--- config.mk ---
export PLATFORM = sky130hd
export DESIGN_NAME = pip_edge_pipe
export DESIGN_NICKNAME = d
export VERILOG_FILES = /design/src/rtl/point_in_polygon_test_core_defines.svh /design/src/rtl/pip_pkg.sv /design/src/rtl/pip_edge_pipe.sv
export SDC_FILE = /design/constraint.sdc
export NUM_CORES = 2
export LEC_CHECK = 0
export BUFFER_PORTS_ARGS = -buffer_cell sky130_fd_sc_hd__buf_2
export CAP_MARGIN = 20
export CORE_ASPECT_RATIO = 1.2
export CORE_MARGIN = 1
export CORE_UTILIZATION = 60
export CTS_BUF_LIST = sky130_fd_sc_hd__clkbuf_2
export CTS_CLUSTER_DIAMETER = 150
export CTS_CLUSTER_SIZE = 14
export DETAILED_ROUTE_END_ITERATION = 6
export PLACE_DENSITY_LB_ADDON = 0.12
export SLEW_MARGIN = 40
export SYNTH_ARGS = -nofsm -noshare
export SYNTH_HDL_FRONTEND = slang
export SYNTH_SLANG_ARGS = --single-unit
--- constraint.sdc ---
create_clock -name clk -period 9.8 [get_ports clk]
set_input_delay 2.45 -clock clk [delete_from_list [all_inputs] [get_ports clk]]
set_output_delay 2.45 -clock clk [all_outputs]
set_load 0.005 [all_outputs]
--- src/rtl/point_in_polygon_test_core_defines.svh ---
// ----------------------------------------------------------------------------
// Point-in-polygon test core: assertion macros
// Concurrent checks sampled on clk and disabled while rst_n is low.
// ----------------------------------------------------------------------------
`ifndef POINT_IN_POLYGON_TEST_CORE_DEFINES_SVH
`define POINT_IN_POLYGON_TEST_CORE_DEFINES_SVH

// Same-cycle implication.
`define PIP_ASSERT_IMP(lbl, ante, cons, msg) \
  lbl: assert property (@(posedge clk) disable iff (!rst_n) (ante) |-> (cons)) \
    else $error(msg);

// Next-cycle implication.
`define PIP_ASSERT_NXT(lbl, ante, cons, msg) \
  lbl: assert property (@(posedge clk) disable iff (!rst_n) (ante) |=> (cons)) \
    else $error(msg);

`endif

--- src/rtl/pip_pkg.sv ---
// ----------------------------------------------------------------------------
// pip_pkg
// Shared types and constants of the point-in-polygon test core.
// ----------------------------------------------------------------------------
`default_nettype none

package pip_pkg;

  localparam int COORD_W          = 16;  // coordinate field width on the ports
  localparam int IDX_W            = 6;   // vertex_index field width
  localparam int CNT_W            = 7;   // vertex_count register width
  localparam int MIN_VERTICES     = 3;
  localparam int MAX_VERTICES_DEF = 64;
  localparam int COORD_BITS_DEF   = 16;

  localparam logic ACT_LOAD  = 1'b0;
  localparam logic ACT_QUERY = 1'b1;

  typedef enum logic [3:0] {
    ST_IDLE   = 4'b0001,
    ST_WALK   = 4'b0010,
    ST_DRAIN  = 4'b0100,
    ST_FINISH = 4'b1000
  } state_t;

  // Tag that travels with one edge through the datapath.
  typedef struct packed {
    logic valid;
    logic last;
  } edge_tag_t;

  // Outcome of one edge.
  typedef struct packed {
    logic valid;
    logic last;
    logic hit;
  } edge_res_t;

endpackage

`default_nettype wire

--- src/rtl/pip_edge_pipe.sv ---
// ----------------------------------------------------------------------------
// pip_edge_pipe
// Three-stage crossing test of one polygon edge against a +x ray:
// differences, cross products, signed compare.
// ----------------------------------------------------------------------------
`default_nettype none

module pip_edge_pipe
  import pip_pkg::*;
#(
  parameter int SW = COORD_W
) (
  input  wire logic          clk,
  input  wire logic          rst_n,
  input  wire edge_tag_t     tag_in,
  input  wire logic [SW-1:0] px,
  input  wire logic [SW-1:0] py,
  input  wire logic [SW-1:0] xi,
  input  wire logic [SW-1:0] yi,
  input  wire logic [SW-1:0] xj,
  input  wire logic [SW-1:0] yj,
  output edge_res_t          res
);

  localparam int DW = SW + 1;
  localparam int PW = 2 * DW;

  edge_tag_t            tag1_r, tag2_r;
  logic                 cross1_r, cross2_r;
  logic                 dypos1_r, dypos2_r;
  logic signed [DW-1:0] a_r, dy_r, b_r, c_r;
  logic signed [PW-1:0] lhs_r, rhs_r;

  always_ff @(posedge clk) begin
    if (!rst_n) begin
      tag1_r <= '0;
      tag2_r <= '0;
    end else begin
      tag1_r <= tag_in;
      tag2_r <= tag1_r;
    end
  end

  always_ff @(posedge clk) begin
    // stage 1: straddle test and differences
    cross1_r <= (yi > py) != (yj > py);
    dypos1_r <= yj > yi;
    a_r      <= $signed({1'b0, px}) - $signed({1'b0, xi});
    dy_r     <= $signed({1'b0, yj}) - $signed({1'b0, yi});
    b_r      <= $signed({1'b0, xj}) - $signed({1'b0, xi});
    c_r      <= $signed({1'b0, py}) - $signed({1'b0, yi});
    // stage 2: cross products
    cross2_r <= cross1_r;
    dypos2_r <= dypos1_r;
    lhs_r    <= PW'(a_r) * PW'(dy_r);
    rhs_r    <= PW'(b_r) * PW'(c_r);
  end

  // stage 3: compare, sense follows the sign of dy
  always_comb begin
    res.valid = tag2_r.valid;
    res.last  = tag2_r.last;
    res.hit   = cross2_r & (dypos2_r ? (lhs_r < rhs_r) : (lhs_r > rhs_r));
  end

endmodule

`default_nettype wire

# ---- After elaboration in Yosys (flattened, before gate mapping)
# Cells that the tools add are included.
dict set report totals {
  register_bits 144
  inputBits 100
  out_inout_bits 3
  word_cells 28
}
dict set report classes {
  n_addsub 4
  mul 2
  n_lt_le_gt_ge 5
  eq_ne 1
  mux 1
  bitwise_logic 1
}
# cell count
set ops {}
lappend ops {{$mul 17x17->34} 2}
lappend ops {{$sub 16x16->17} 4}
lappend ops {{$gt 16x16->1} 3}
lappend ops {{$gt 34x34->1} 1}
lappend ops {{$lt 34x34->1} 1}
lappend ops {{$and 1x1->1} 1}
lappend ops {{$mux 1} 1}
lappend ops {{$ne 1x1->1} 1}

# ---- Longest topological paths before layout
dict set report depth {
  depth_word 3
  ltp_mapped 24
}

# ---- Least setup slack after synthesis
# OpenSTA, ideal clock, no wires.
dict set report synth_timing {
  path_type {register to register}
  from {register c_r[8]}
  to {register rhs_r[33]}
  setup_time_ps 122
  t_arrival_ps 5840
  required_ps 9678
  slack_ps 3838
  stages_incl_launch_ff 25
  path_buffers 2
  synth_period_minus_slack_ps 5962
  cell_sequence {dfxtp_1 > clkbuf_1 > clkbuf_1 > nand2_1 > fa_1 > inv_1 > fa_1 > inv_1 > fa_1 > inv_1 > fa_1 > fa_1 > inv_1 > fa_1 > inv_1 > ha_1 > nand3_1 > nor2_1 > a32o_1 > a31oi_1 > a31oi_1 > a221o_1 > o21ai_0 > o21ai_0 > xnor2_1}
}
dict set report synth_via {
  elab_chain_len 1
}
# item line
set synth_lines {}
lappend synth_lines {{from (decl)} pip_edge_pipe.sv:31} ;# logic signed [DW-1:0] a_r, dy_r, b_r, c_r;
lappend synth_lines {{from (signal assigned)} pip_edge_pipe.sv:51} ;# c_r <= $signed({1'b0, py}) - $signed({1'b0, yi});
lappend synth_lines {{$mul 17x17->34} pip_edge_pipe.sv:56} ;# rhs_r <= PW'(b_r) * PW'(c_r);
lappend synth_lines {{to (signal assigned)} pip_edge_pipe.sv:56}
lappend synth_lines {{to (decl)} pip_edge_pipe.sv:32} ;# logic signed [PW-1:0] lhs_r, rhs_r;
# Every way passes these cells.
# A chain may end at the register's enable or synchronous reset.

# ---- Worst setup path after layout
dict set report layout_timing {
  from {register c_r[2]}
  to {register rhs_r[33]}
}
# Same word-level chain as after synthesis.

==> flow_summary.yaml <==
status:
  status: "finished, final reports clean"
clock_tree:
  ctsHoldBuffers: 0
  tritoncts: "built"
  clockBufferDepth: 2
  cts_max_level: 4
  clockRootBuffer: "clkbuf_2"
  cts_inserted_buffers: 17
  cts_resized: 0
  clock_latency_ps: 820
  cts_setup_buffers: 0
  cts_sinks: 144
  path_clk_slew_ps: 260
finish:
  fill_cells: 3980
  layout.nets: 4090
  drive_gt1_frac: 0.0509
  area_growth_syn_to_layout_pct: 4.61
timing:
  final.setup.tns_ps: 0
  setup_viol: 0
  fmax_ghz: 0.146
  drv_slew: 0
  slew_headroom: 0.415
  clock_skew_ps: 65.0
  worst_pin_slew_ps: 877
  fin_crit_sh: 0.700
  rsz0062_at_grt: "false"
  hold_violations: 0
  period_needed_ps: 6860
critical_path:
  crit_end: "rhs_r[33]"
  path_depth: 18
  r2r-end: "rhs_r[33]"
  arrival_ps: 7580
  cp_max_fo: 17
  worst-path-buf-inv: 1
  crit_path_start_kind: "flip-flop"
  r2r_slack_ps: 2940
  cp.required_ps: 10520
  r2r_cells: 18
  worstReg2RegStart: "c_r[2]"
  timing_worst_setup_path_type: "flip-flop to flip-flop"
  cp-startpoint: "c_r[2]"
  crit_family: "adder cells"
  path_cells: "nand2_1 -> fa_1 -> fa_1 -> fa_1 -> fa_1 -> inv_1 -> fa_1 -> fa_1 -> ha_1 -> and4_1 -> and2_0 -> a211o_1 -> a31oi_1 -> a31oi_1 -> a221o_1 -> o21ai_0 -> o21ai_0 -> xnor2_1"
  slowest_stage: "dfxtp_1"
  slowest_delay_ps: 950
  cpMostUsedCell: "fa_1"
  worstSetupEndpointType: "flip-flop"
flow_run:
  max_cap_violations: 0
detailed_routing:
  drt_first_iter_violations: 1067
  vias: 20403
  drc_errors: 0
  wire_per_inst_um: 18.4
  totalWireLength_um: 69100
  viasPerCell: 5.45
  dr.pass1.iters: 5
  postRouteAntennaNets: 0
logic_synthesis:
  syn_inst: 3060
  synth-edff-count: 0
  synth.distinct_cells: 65
  ys_ff_latch: 144
  ys_seq_area_frac: 0.101
  yosys_warnings: 0
  synthesis.nets: 4040
  synth_area_sq_um: 28500
  syn_avg_cell_area_sq_um: 9.32
  async_flop_share: 0
  synth_flop_cell: "dfxtp_1"
hold_path:
  worstHoldPathType: "flip-flop to flip-flop"
  worstHoldPathCells: 0
die:
  ioPinCount: 103
  die_h_um: 241
  start_util: 0.608
  die_area_sq_um: 48400
  die_w_um: 201
  rows: 87
  fp.coreArea_sq_um: 46900
grt:
  antenna_found_initial: 1
  grt_pass1_vias: 22517
  grt_util_all_layers: 0.306
  grt_pass1_wl_um: 116000
  grt.overflow.total: 0
  grt_max_degree: 18
place:
  dp_hpwl_um: 57700
  gp_congestion: 0.922
  port-buffer-count: 102
[final cells by class]
class	instances	area, sq um	area share
Multi-Input combinational cell	2133	22700	0.761
Sequential cell	144	2890	0.0970
Inverter	709	2660	0.0892
Tap cell	623	779	0.0261
Timing Repair Buffer	105	533	0.0179
Clock inverter	15	180	0.00604
Clock buffer	17	85.1	0.00285
Antenna cell	1	2.50	0.0000839
[per-stage QoR]
stage / utilization / hold WS [ps] / worst slack (ps) / area, sq um / std cells
after global routing: 0.636 / 359 / 2620 / 29800 / 3747
after CTS: 0.636 / 349 / 2980 / 29800 / 3746
final: 0.636 / 349 / 2940 / 29800 / 3747
after global placement: 0.630 / 312 / 3080 / 29600 / 3714
after floorplan: - / 310 / 3840 / 28500 / 3060
after detailed placement: 0.630 / 315 / 3050 / 29600 / 3714
[flip-flops by register name (all words and copies together), names as in the netlist]
| signal | cells |
|---|---|
| dy_r | 17 |
| dypos1_r | 1 |
| a_r | 17 |
| res | 2 |
| dypos2_r | 1 |
| lhs_r | 34 |
| rhs_r | 34 |
| tag1_r | 2 |
| cross1_r | 1 |
| c_r | 17 |
| cross2_r | 1 |
| b_r | 17 |
[kinds of logic (layout without fill, tap and decap cells)]
family / after synthesis / count (layout) / share of synthesized area
other cells: 0 / 1 / 0
buf+inv: 783 / 846 / 0.103
simple gates: 846 / 846 / 0.151
flops: 144 / 144 / 0.101
compound gates: 283 / 283 / 0.0644
xor+xnor: 124 / 124 / 0.0381
fa+ha+maj: 880 / 880 / 0.543
[cell usage in the layout, fill, tap and decap left out, types with 88 or more instances in the layout]
cell / count
nand2_1: 300
dfxtp_1: 135
buf_2: 102
and2_1: 302
nor2_1: 88
inv_1: 709
fa_1: 596
a21oi_1: 88
ha_1: 284
xnor2_1: 101
[metal layers]
metal	global-route usage	part of all wire	up-vias
met5	0	0	-
met4	0.0988	0.030	0
met3	0.0394	0.051	140
met2	0.546	0.51	580
met1	0.386	0.41	10330
li1	-	-	9353
[worst min-delay path by stage]
stage	start	end
finish	cross1_r	cross2_r
global route	cross1_r	cross2_r
CTS	cross1_r	cross2_r
detailed placement	cross1_r	cross2_r
global placement	cross1_r	cross2_r
floorplan	cross1_r	cross2_r
[synthesized netlist by cell type (all sizes together) (8+ instances only)]
library cell	count	area share
a211oi	11	0.0029
nand4	18	0.0039
nor2b	20	0.0044
a21boi	8	0.0021
xor2	23	0.0071
nor2	88	0.012
inv	709	0.093
o21ai	52	0.0091
nor3	26	0.0046
and2	304	0.067
clkbuf	73	0.0096
xnor2	101	0.031
fa	596	0.42
a21o	40	0.011
nand2b	23	0.0050
or3	11	0.0025
nand2	300	0.039
dfxtp	144	0.10
o21a	16	0.0042
a21oi	89	0.016
a31oi	17	0.0043
ha	284	0.12
and3	9	0.0020
nand3	23	0.0040
Power is left out: the tool's default activity adds up to more than one toggle a clock period on the data nets, which glitch-free logic cannot reach.
